--- config.mk ---
export PLATFORM = sky130hd
export DESIGN_NAME = clb_ctrl
export DESIGN_NICKNAME = d
export VERILOG_FILES = /design/src/rtl/clb_pkg.sv /design/src/rtl/clb_ctrl.sv
export SDC_FILE = /design/constraint.sdc
export NUM_CORES = 1
export LEC_CHECK = 0
export BUFFER_PORTS_ARGS = -buffer_cell sky130_fd_sc_hd__buf_2
export CORE_AREA = 2 2 39 41
export CTS_BUF_LIST = sky130_fd_sc_hd__clkbuf_8
export CTS_CLUSTER_DIAMETER = 60
export DETAILED_ROUTE_END_ITERATION = 7
export DIE_AREA = 0 0 41 43
export GPL_TIMING_DRIVEN = 0
export PLACE_DENSITY_LB_ADDON = 0.12
export SLEW_MARGIN = 20
export SYNTH_ARGS = -nofsm -noshare
export SYNTH_HDL_FRONTEND = slang
export SYNTH_SLANG_ARGS = --single-unit
--- constraint.sdc ---
create_clock -name clk -period 1.6 [get_ports clk]
set_input_delay 0.08 -clock clk [delete_from_list [all_inputs] [get_ports clk]]
set_output_delay 0.08 -clock clk [all_outputs]
set_load 0.05 [all_outputs]
--- src/rtl/clb_pkg.sv ---
`timescale 1ns / 1ps
// ----------------------------------------------------------------------------
// clb_pkg: shared types and constants of the cell list binning block
// Field widths, register indexes, result codes and the control/status
// bundles between the controller and the datapath.
// ----------------------------------------------------------------------------
package clb_pkg;

	localparam int AXES       = 3;
	localparam int COORD_W    = 16;
	localparam int IN_DATA_W  = 48;
	localparam int MESH_W     = 5;
	localparam int BOX_W      = 16;
	localparam int INV_W      = 24;
	localparam int FRAC_W     = 24;
	localparam int CFG_IDX_W  = 2;
	localparam int CFG_DATA_W = 24;

	localparam int OUT_IDX_W    = 12;
	localparam int OUT_CELL_W   = 4;
	localparam int OUT_FIELDS_W = 2 * OUT_IDX_W + AXES * OUT_CELL_W;
	localparam int OUT_DATA_W   = 40;
	localparam int OUT_USER_W   = 3;

	localparam logic [MESH_W-1:0] MESH_RST = 5'd16;
	localparam logic [BOX_W-1:0]  BOX_RST  = 16'd0;
	localparam logic [INV_W-1:0]  INV_RST  = 24'd256;

	localparam logic [CFG_IDX_W-1:0] REG_MESH_CELLS = 2'd0;
	localparam logic [CFG_IDX_W-1:0] REG_BOX_MIN    = 2'd1;
	localparam logic [CFG_IDX_W-1:0] REG_INV_SPAN   = 2'd2;

	typedef enum logic [1:0] {
		ST_INSERTED = 2'd0,
		ST_DROPPED  = 2'd1,
		ST_CLEARED  = 2'd2
	} status_t;

	typedef struct packed {
		logic    load_item;
		logic    head_read;
		logic    commit;
		logic    out_load;
		status_t out_kind;
		logic    sweep_write;
		logic    count_clear;
	} cmd_t;

	typedef struct packed {
		logic is_clear;
		logic full;
		logic sweep_last;
		logic out_free;
	} sts_t;

endpackage

--- src/rtl/clb_ctrl.sv ---
`timescale 1ns / 1ps
// ----------------------------------------------------------------------------
// clb_ctrl: sequencer of the cell list binning block
// Steps one item at a time through binning, head update or head sweep.
// ----------------------------------------------------------------------------
module clb_ctrl (
	input  logic          clk,
	input  logic          arst_n,
	input  logic          in_valid,
	output logic          in_ready,
	output clb_pkg::cmd_t cmd,
	input  clb_pkg::sts_t sts
);
	import clb_pkg::*;

	typedef enum logic [3:0] {
		S_INIT,
		S_IDLE,
		S_DIFF,
		S_MUL1,
		S_MUL2,
		S_CLAMP,
		S_ADDR,
		S_READ,
		S_WRITE,
		S_SWEEP,
		S_RESP
	} state_t;

	state_t state_q;

	assign in_ready = (state_q == S_IDLE);

	always_comb begin
		cmd = '0;
		unique case (state_q)
			S_IDLE: begin
				cmd.load_item = in_valid;
			end
			S_READ: begin
				cmd.head_read = 1'b1;
			end
			S_WRITE: begin
				cmd.commit   = sts.out_free;
				cmd.out_load = sts.out_free;
				cmd.out_kind = ST_INSERTED;
			end
			S_INIT, S_SWEEP: begin
				cmd.sweep_write = 1'b1;
				cmd.count_clear = sts.sweep_last;
			end
			S_RESP: begin
				cmd.out_load = sts.out_free;
				cmd.out_kind = sts.is_clear ? ST_CLEARED : ST_DROPPED;
			end
			default: begin
			end
		endcase
	end

	always_ff @(posedge clk or negedge arst_n) begin
		if (!arst_n) begin
			state_q <= S_INIT;
		end else begin
			unique case (state_q)
				S_INIT: begin
					if (sts.sweep_last) state_q <= S_IDLE;
				end
				S_IDLE: begin
					if (in_valid) state_q <= S_DIFF;
				end
				S_DIFF: begin
					priority if (sts.is_clear) state_q <= S_SWEEP;
					else if (sts.full) state_q <= S_RESP;
					else state_q <= S_MUL1;
				end
				S_MUL1:  state_q <= S_MUL2;
				S_MUL2:  state_q <= S_CLAMP;
				S_CLAMP: state_q <= S_ADDR;
				S_ADDR:  state_q <= S_READ;
				S_READ:  state_q <= S_WRITE;
				S_WRITE: begin
					if (sts.out_free) state_q <= S_IDLE;
				end
				S_SWEEP: begin
					if (sts.sweep_last) state_q <= S_RESP;
				end
				S_RESP: begin
					if (sts.out_free) state_q <= S_IDLE;
				end
				default: state_q <= S_IDLE;
			endcase
		end
	end

endmodule

## Yosys cells after proc, flatten, opt, wreduce, memory -nomap -nowiden

Index checks and enable logic that the tools add are counted.

| storage, ports and cells | value |
|---|---|
| register bits | 4 |
| bits in latches | 0 |
| bits in writable memories | 0 |
| ROM bits | 0 |
| logic and storage cells | 32 |
| memories | 0 |

| cells by class | value |
|---|---|
| add/subtract/negate cells | 0 |
| $mul | 0 |
| divide/modulo/power cells | 0 |
| order comparisons | 0 |
| equality and inequality tests | 14 |
| shift-type cells | 0 |
| multiplexer cells | 13 |
| bitwise logic cells | 0 |
| reduce and logical (&&, ||, !) cells | 4 |

Operator list:

| kind | number |
|---|---|
| 4-bit case mux with 10 select lines | 1 |
| 4-bit 2-to-1 mux | 6 |
| 4-bit by 3-bit equality test with 1-bit output, second input constant | 4 |
| 4-bit equality test, second input constant | 3 |
| 4-bit by 2-bit equality test with 1-bit output, second input constant | 2 |
| 2-bit inequality test, second input constant | 3 |
| 3-bit case mux with 2 select lines | 1 |
| 4-bit by 1-bit equality test with 1-bit output, second input constant | 1 |
| 4-bit zero test | 1 |
| 2-bit 2-to-1 mux | 2 |
| 4-bit AND reduction | 1 |
| 2-bit OR reduction | 2 |
| 1-bit 2-to-1 mux | 3 |
| 2-bit by 1-bit inequality test with 1-bit output, second input constant | 1 |

## Depth between registers and ports, before layout

Gate-level depths: netlist of run 1.

| depth | value |
|---|---|
| depth after elaboration | 4 |
| mapped depth | 5 |
| depth with buffers taken out | 4 |

## Least setup slack after synthesis of run 1

No wires, ideal clock.

| timing path | value |
|---|---|
| kind | register to output |
| start | reg state_q[3] |
| end | out cmd[7] (netlist name) |
| arrival | 2.885 ns |
| path slack | -1.365 ns |
| stages on the path, launching flop included | 4 |
| buffers on the path | 1 |
| cells stage by stage | dfrtp_1 -> buf_2 -> nor4b_1 -> and2_1 |

RTL lines:

| item | RTL line | source |
|---|---|---|
| start, declared | clb_ctrl.sv:30 | `state_t state_q;` |
| start signal, assigned | clb_ctrl.sv:63 | `state_q <= S_INIT;` |
| start signal, assigned | clb_ctrl.sv:67 | `if (sts.sweep_last) state_q <= S_IDLE;` |
| start signal, assigned | clb_ctrl.sv:70 | `if (in_valid) state_q <= S_DIFF;` |
| end, declared | clb_ctrl.sv:11 | `output clb_pkg::cmd_t cmd,` |

==> flow_summary.yaml, run 1 <==
run_status:
  status: "completed"
clock_network:
  htreeDepth: 1
  cts_root_buffer: "clkbuf_8"
  clkTransAtPathRegs_ps: 30
  clkLatencyLatePin_ps: 220
  post_cts_buffers: 0
  cts_tree: "built"
  cts-buffers-inserted: 3
  cts_sinks: 4
  clock_path_buffers: 2
sta:
  slew_headroom_pct: 82.83
  hold_viol: 0
  min_period_ps: 1508
  finalSetupViolCount: 0
  timing.hold.ws_ps: 195.4
  max_clock_freq_mhz: 663.3
  worst_pin_slew_ps: 256.0
  finClkSkew_ps: 2.933
  rsz0062_at_grt: "false"
  timing.final.crit_share_pct: 94.22
  drv_slew: 0
  finalWorstSetupSlack_ps: 92.48
grt:
  grt_pass1_vias: 325
  antenna_found_initial: 0
  grt_usage_pct: 12.69
  grt_start_max_net_pins: 11
  grt-ovfl-total: 0
  grt_pass1_wl_um: 1469
synthesis:
  seq_area_frac_synth_pct: 28.47
  synth.distinct_cells: 23
  yosys-top-cells-area: "dfrtp_1, nor2_1, buf_2, o21ai_0, nand2_1"
  synth_edf_count: 0
  ys_async_sr_fraction_pct: 100.0
  synth_area_leader_cell: "dfrtp_1"
  synth_flop_cell: "dfrtp_1"
  syn_nets: 55
  synth_area_um2: 351.6
  netlist_instances: 48
  avgSynthCellArea_um2: 7.325
  yosysWarnings: 0
  synth_seq_cells: 4
  synth_top_area_share_pct: 28.47
power:
  irDropWorstVdd_mv: 1.327
  power.density_mw_per_mm2: 2260
  power_leakage_nw: 0.2733
  p_total_mw: 1.281
floorplan:
  core_mm2: 0.001384
  start_util_pct: 25.41
  ioPinCount: 16
  die_h_um: 43
  dieWidth_um: 41
  num_rows: 14
  die_area_mm2: 0.001763
placement:
  io_buffer_count: 15
  gp_congestion: 0.6780
  dpl-instance-area_um2: 491.7
  place_ws_ps: 184.9
  dp_hpwl_um: 730.1
worst_setup_path:
  arrival_ps: 1430
  end_kind: "output port"
  startpoint: "state_q[0]$_DFFE_PN0P_"
  critical_path_class: "flip-flop to output port"
  startpoint_type: "flip-flop"
  r2r_slack_ps: 180
  endpoint: "cmd[5]"
  rr_worst_depth: 4
  required_ps: 1520
  reg2reg_to: "state_q[1]$_DFFE_PN0P_"
  path_max_fanout: 10
  timing.rr.start: "state_q[1]$_DFFE_PN0P_"
route:
  wire_per_inst_um: 11.31
  drt-initial-drc-count: 8
  drt-vias-per-instance: 4.928
  routed_wl_um: 939
  num_vias: 409
  drtAntennaViolNets: 0
  firstDrtPassIters: 4
  drc: 0
layout:
  largest_reg_flops: 4
  final_area_um2: 566.8
  syn2layout_area_growth_pct: 61.21
  nNetsFinal: 76
  reg.largest.list: "state_q (4)"
  diodes: 0
  largest-register: "state_q"
  drive_above_1_share_pct: 44.78
  final_core_util_pct: 40.96
  layout_commonest_cell: "buf_2"
  final_cell_mix: "buf_2, nor2_1, nand2_1"
job:
  drv_cap: 0
worst_hold_path:
  hold_path_class: "input port to asynchronous set/reset pin"
synth_stat cells (2+ instances only):
cell / instances
xor2_1: 2
nand2b_1: 3
nand2_1: 5
buf_2: 4
nor2_1: 6
dfrtp_1: 4
and3_1: 2
and2_1: 2
a21oi_1: 2
o21ai_0: 4
nor2b_1: 2
worst max-delay path: stages, from the launching register on:
cell and delay (ps):
dfrtp_1 380, buf_2 190, nor2_2 150, and3_2 200, nor2b_4 130, buf_6 160
layer usage:
metal	track usage [%]	wire length [µm]	share of wire, %
met1	18.51	435	46
met2	15.63	422	45
met3	6.806	81	8.6
met5	0	0	0
met4	4.000	0	0
how the worst min path moves through the flow:
stage	endpoint	slack, ps	depth (start not counted)
finish	state_q[0]$_DFFE_PN0P_	200	2
global placement	state_q[2]$_DFFE_PN0P_	-110	1
detailed placement	state_q[3]$_DFFE_PN0P_	-110	1
CTS	state_q[1]$_DFFE_PN0P_	200	2
floorplan	state_q[0]$_DFFE_PN0P_	-220	0
global route	state_q[1]$_DFFE_PN0P_	230	2
per-stage QoR:
step | setup TNS [ps] | cells
after global routing | 0 | 83
after floorplan | -94.60 | 48
after detailed placement | 0 | 79
final | 0 | 83
after global placement | 0 | 79
after CTS | 0 | 83
power breakdown:
part / internal (mW) / switching (mW)
combinational: 0.318 / 0.527
sequential: 0.153 / 0.0734
clock: 0.160 / 0.0491
total: 0.631 / 0.650
repair_timing:
item                                    4_1_cts  5_1_grt
pin swaps                                     0        0
gates resized for setup                       2        8
endpoints found under the setup margin        2        4
endpoints found under the hold margin         4        0
gates cloned                                  0        0
hold buffers                                  1        0
cells by family (layout without fill, tap and decap cells):
logic type,count (synthesis),in the layout,synth area share [%]
buffers and inverters,5,24,6.761
AOI/OAI and AO/OA,13,13,24.92
and+or+nand+nor,24,24,34.87
xor gates and xnor gates,2,2,4.983
DFF,4,4,28.47
layout make-up:
cell class	count	area [µm²]
Clock buffer	3	41.29
Timing Repair Buffer	16	100.1
Fill cell	146	817.0
Buffer	4	31.28
Multi-Input combinational cell	39	269.0
Inverter	1	3.754
Tap cell	16	20.02
Sequential cell	4	101.3
(Power assumes the default switching activity.)
==> run 2: changes to the inputs <==
ABC_CLOCK_PERIOD_IN_PS = 1600   (was not set)
PLACE_DENSITY = 0.58   (was not set)
PLACE_DENSITY_LB_ADDON = not set   (was 0.12)
==> run 2 against run 1 <==
Clock skew up 1.1 ps. Via count up 3.2%. Power rose by 0.30%. Clock-buffer cell count unchanged. Setup slack worse by 44 ps. Highest routed layer unchanged. Sequential share of layout area increased by 0.22 points. Wire length grew 4.6%. Die area is the same. Design area unchanged. Critical path depth stayed put. Maximum frequency shrank 2.8%. Combinational power barely moved. Largest cell class unchanged. Largest power group unchanged.
==> flow_summary.yaml, run 2 (synthesized netlist as in run 1, its figures left out) <==
job:
  drv_cap: 0
worst_setup_path:
  critical_path_class: "flip-flop to output port"
  startpoint_type: "flip-flop"
  reg2reg_to: "state_q[1]$_DFFE_PN0P_"
  arrival_ps: 1470
  rr_worst_depth: 4
  end_kind: "output port"
  r2r_slack_ps: 220
  timing.rr.start: "state_q[1]$_DFFE_PN0P_"
  required_ps: 1520
  path_max_fanout: 10
sta:
  min_period_ps: 1551
  max_clock_freq_mhz: 644.7
  hold_viol: 0
  finalWorstSetupSlack_ps: 48.84
  worst_pin_slew_ps: 264.5
  finalSetupViolCount: 0
  drv_slew: 0
  slew_headroom_pct: 82.37
  timing.hold.ws_ps: 199.3
  timing.final.crit_share_pct: 96.95
  rsz0062_at_grt: "true"
  finClkSkew_ps: 4.060
power:
  power.density_mw_per_mm2: 2266
  irDropWorstVdd_mv: 0.8741
  p_total_mw: 1.285
  power_leakage_nw: 0.2719
worst_hold_path:
  hold_path_class: "input port to asynchronous set/reset pin"
route:
  firstDrtPassIters: 4
  drt-initial-drc-count: 23
  wire_per_inst_um: 11.83
  drtAntennaViolNets: 0
  routed_wl_um: 982
  num_vias: 422
  drt-vias-per-instance: 5.084
  drc: 0
placement:
  io_buffer_count: 15
  place_ws_ps: 152.5
  dp_hpwl_um: 709.8
  gp_congestion: 0.7386
  dp_cells: 79
layout:
  multi_input_area_um2: 269.0
  layout_commonest_cell: "buf_2"
  final_core_util_pct: 40.96
  drive_above_1_share_pct: 46.27
  largest-register: "state_q"
  largest_reg_flops: 4
  final_cell_mix: "buf_2, nor2_1, nand2_1"
  syn2layout_area_growth_pct: 61.21
  fill_cells: 158
  seq_area_um2: 102.6
  fin_cells: 83
  reg.largest.list: "state_q (4)"
  diodes: 0
  nNetsFinal: 76
clock_network:
  clock_path_buffers: 2
  htreeDepth: 1
  cts-buffers-inserted: 3
  cts_sinks: 4
  clkTransAtPathRegs_ps: 30
  cts_root_buffer: "clkbuf_8"
  clkLatencyLatePin_ps: 220
  cts_tree: "built"
floorplan:
  start_util_pct: 25.41
  core_mm2: 0.001384
  dieWidth_um: 41
  num_rows: 14
  die_h_um: 43
  die_area_mm2: 0.001763
  ioPinCount: 16
grt:
  grt_start_max_net_pins: 11
  antenna_found_initial: 0
  grt_pass1_vias: 367
  grt_pass1_wl_um: 1490
  grt_usage_pct: 12.90
  grt-ovfl-total: 0
run_status:
  status: "completed"
-- run 2: how the worst max path moves through the flow --
stage                      startpoint      to  slack (ps)  depth (start not counted)
6_report       state_q[0]$_DFFE_PN0P_  cmd[5]          50                          5
5_1_grt        state_q[0]$_DFFE_PN0P_  cmd[5]         -30                          5
4_1_cts        state_q[2]$_DFFE_PN0P_  cmd[7]           1                          4
3_5_place_dp   state_q[0]$_DFFE_PN0P_  cmd[5]         150                          5
3_3_place_gp   state_q[0]$_DFFE_PN0P_  cmd[5]         140                          5
2_1_floorplan  state_q[2]$_DFFE_PN0P_  cmd[7]         -90                          3
-- run 2: final cells by class --
class,instances,share of cell area [%]
Inverter,1,0.6623
Timing Repair Buffer,16,17.00
Clock buffer,3,7.285
Sequential cell,4,18.10
Multi-Input combinational cell,39,47.46
Buffer,4,5.960
Tap cell,16,3.532
-- run 2: layer usage --
metal  track usage, %  up-vias  wire [µm]
met3            4.712        0         65
met4            6.000        0          0
met5                0        -          0
li1                 -      211          -
met1            15.96      195        390
met2            19.06       16        526
-- run 2: power breakdown --
group	total, mW	internal (mW)	switching, mW
sequential	0.233	0.155	0.0780
combinational	0.842	0.319	0.523
clock	0.210	0.160	0.0503
-- run 2: critical path, stage by stage, from the launching register on --
cell and delay [ps]:
dfrtp_1 390, clkbuf_4 200, nor2_2 160, and3_2 210
nor2b_4 140, buf_6 160
-- run 2: timing repair --
| item | CTS | global route |
|---|---|---|
| setup endpoints to repair | 1 | 4 |
| resized for setup | 2 | 10 |
| hold buffers | 1 | 0 |
| hold endpoints to repair | 4 | 0 |
| setup buffers | 0 | 0 |
-- run 2: stage by stage --
| step | area (µm²) | TNS, ps |
|---|---|---|
| after floorplan | 396.6 | -94.60 |
| after global placement | 491.7 | 0 |
| after detailed placement | 491.7 | 0 |
| after CTS | 548.0 | 0 |
| after global routing | 566.8 | -41.69 |
| final | 566.8 | 0 |
==> run 3: changes to the inputs <==
ABC_AREA = 1   (was not set)
BUFFER_PORTS_ARGS = -buffer_cell sky130_fd_sc_hd__buf_4   (was -buffer_cell sky130_fd_sc_hd__buf_2)
PLACE_DENSITY = 0.63   (was 0.58)
==> run 3 against run 2 <==
Maximum frequency rose by 5.3%. Global-route usage increased by 0.43 points. Sequential share of layout area fell by 1.7 points. Critical path depth decreased by 1. Design area is 7.5% higher. Synthesized cell count increased by 58%. Combinational power decreased by 3.8%. Clock power fell by 3%. First-iteration DRC count shrank 74%. Setup slack better by 78 ps. Critical path type unchanged. Largest power group unchanged.
==> flow_summary.yaml, run 3 <==
power:
  irDropWorstVdd_mv: 0.9282
  p_sw_share_pct: 55.06
  seqPwrFrac_pct: 18.8
  power_leakage_nw: 0.3666
  power.density_mw_per_mm2: 2048
  netSwitchingPower_mw: 0.6872
  p_int_mw: 0.5609
  pwr-share-clk_pct: 16.3
  pwr-share-comb_pct: 64.9
floorplan:
  ioPinCount: 16
  core_mm2: 0.001384
  die_area_mm2: 0.001763
  die_h_um: 43
  num_rows: 14
  start_util_pct: 30.02
  dieWidth_um: 41
synthesis:
  yosysMostFrequentCell: "nand2_1"
  synth_edf_count: 0
  syn_nets: 83
  synth_flop_cell: "dfrtp_1"
  ys_async_sr_fraction_pct: 100.0
  yosys-top-cells-count: "nand2_1, inv_1, nor2_1, nand3_1"
  synth_top_area_share_pct: 24.40
  yosys-top-cells-area: "nand2_1, dfrtp_1, inv_1, nor2_1, nand3_1"
  seq_area_frac_synth_pct: 24.10
  synth.distinct_cells: 13
  synth_area_leader_cell: "nand2_1"
  synth_seq_cells: 4
  netlist_instances: 76
  avgSynthCellArea_um2: 5.466
  yosysWarnings: 0
  synth_area_um2: 415.4
sta:
  finClkSkew_ps: 0.6857
  drv_slew: 0
  max_clock_freq_mhz: 678.7
  timing.final.crit_share_pct: 92.08
  slew_headroom_pct: 79.82
  worst_pin_slew_ps: 302.7
  hold_viol: 0
  finalSetupViolCount: 0
  rsz0062_at_grt: "false"
  min_period_ps: 1473
  fin_setup_tns_ps: 0
  timing.hold.ws_ps: 198.4
placement:
  gp_congestion: 0.8070
  dp_hpwl_um: 774.9
  io_buffer_count: 15
worst_setup_path:
  arrival_ps: 1390
  timing.rr.start: "state_q[0]$_DFFE_PN0P_"
  reg2reg_to: "state_q[3]$_DFFE_PN0P_"
  rr_worst_depth: 7
  critical_path_class: "flip-flop to output port"
  startpoint_type: "flip-flop"
  required_ps: 1520
  end_kind: "output port"
  r2r_slack_ps: 380
  path_max_fanout: 6
layout:
  fill_cells: 152
  reg.largest.list: "state_q (4)"
  final_core_util_pct: 44.03
  syn2layout_area_growth_pct: 46.69
  nNetsFinal: 104
  drive_above_1_share_pct: 32.63
  layout_commonest_cell: "nand2_1"
  largest-register: "state_q"
  diodes: 0
  final_cell_mix: "nand2_1, buf_4, inv_1, nor2_1, nand3_1"
  largest_reg_flops: 4
route:
  drt-vias-per-instance: 4.225
  drtAntennaViolNets: 0
  drt-initial-drc-count: 6
  routed_wl_um: 944
  firstDrtPassIters: 2
  num_vias: 469
  drc: 0
  wire_per_inst_um: 8.505
run_status:
  status: "completed"
grt:
  grt_pass1_vias: 383
  grt_pass1_wl_um: 1524
  antenna_found_initial: 0
  grt_start_max_net_pins: 8
  grt_usage_pct: 13.33
  grt-ovfl-total: 0
clock_network:
  clkLatencyLatePin_ps: 210
  cts_sinks: 4
  clock_path_buffers: 2
  cts_tree: "built"
  htreeDepth: 1
  cts_root_buffer: "clkbuf_8"
  cts-buffers-inserted: 3
  clkTransAtPathRegs_ps: 30
job:
  drv_cap: 0
worst_hold_path:
  hold_path_class: "input port to asynchronous set/reset pin"
run 3: cell types whose count changed after synthesis, moves of 2 or more:
cell      previous run  this run
nand2_1              5        27
o21ai_0              4         1
inv_2                0         4
nor2b_1              2         0
buf_2                4         0
xor2_1               2         0
nand2_2              0         4
and2_1               2         0
nor2_1               6        11
nand3_1              1         7
nand2b_1             3         0
inv_1                1        11
and3_1               2         0
nor2_4               0         2
run 3: cells by family after synthesis:
logic type      Yosys count  synth area share (%)
simple gates             54                 58.13
buf+inv                  15                 13.55
flops                     4                 24.10
compound gates            3                 4.215
run 3: worst max-delay path, cell delays in order, from the launching register on:
cell and delay [ps]:
dfrtp_1 440, nor2_2 250, nand2_1 130, a21oi_1 150, buf_4 210
run 3: stage by stage:
step           total power, mW  cell area, µm²  setup slack [ps]  std cells
3_3_place_gp             1.038           558.0             371.6        107
3_5_place_dp             1.047           558.0             345.8        107
2_1_floorplan           0.8479           425.4             12.13         76
6_report                 1.248           609.3             126.7        111
5_1_grt                  1.357           609.3             48.08        111
4_1_cts                  1.262           609.3             118.1        111
run 3: worst max-delay path by stage:
stage                           start  endpoint  slack [ps]
2_1_floorplan  state_q[2]$_DFFE_PN0P_    cmd[0]          10
3_3_place_gp   state_q[2]$_DFFE_PN0P_    cmd[0]         370
4_1_cts        state_q[2]$_DFFE_PN0P_    cmd[0]         120
3_5_place_dp   state_q[2]$_DFFE_PN0P_    cmd[0]         350
6_report       state_q[2]$_DFFE_PN0P_    cmd[0]         130
5_1_grt        state_q[2]$_DFFE_PN0P_    cmd[0]          50
run 3: power by group through the flow:
stage               sequential [mW]  clock (mW)  combinational (mW)
floorplan                     0.216           0               0.632
global placement              0.233           0               0.805
detailed placement            0.235           0               0.812
CTS                           0.234       0.211               0.817
global route                  0.246       0.216               0.895
finish                        0.235       0.203               0.810
run 3: cell type report:
class                   count  area [µm²]  area share (%)
clock buffers               3       41.29           6.776
flip-flops and latches      4       100.1           16.43
repair buffers             16       122.6           20.12
multi-input cells          57       269.0           44.15
well taps                  16       20.02           3.285
inverters                  15       56.30           9.240
run 3: layer usage:
layer / wire, µm / global-route usage [%]
met3: 27 / 3.141
met5: 0 / 0
met2: 425 / 17.50
met1: 490 / 18.03
met4: 0 / 10.00
run 3: what timing repair did:
item,in CTS,in global routing
buffers inserted,0,0
hold endpoints to repair,4,0
resized for setup,0,0
hold buffers,1,0
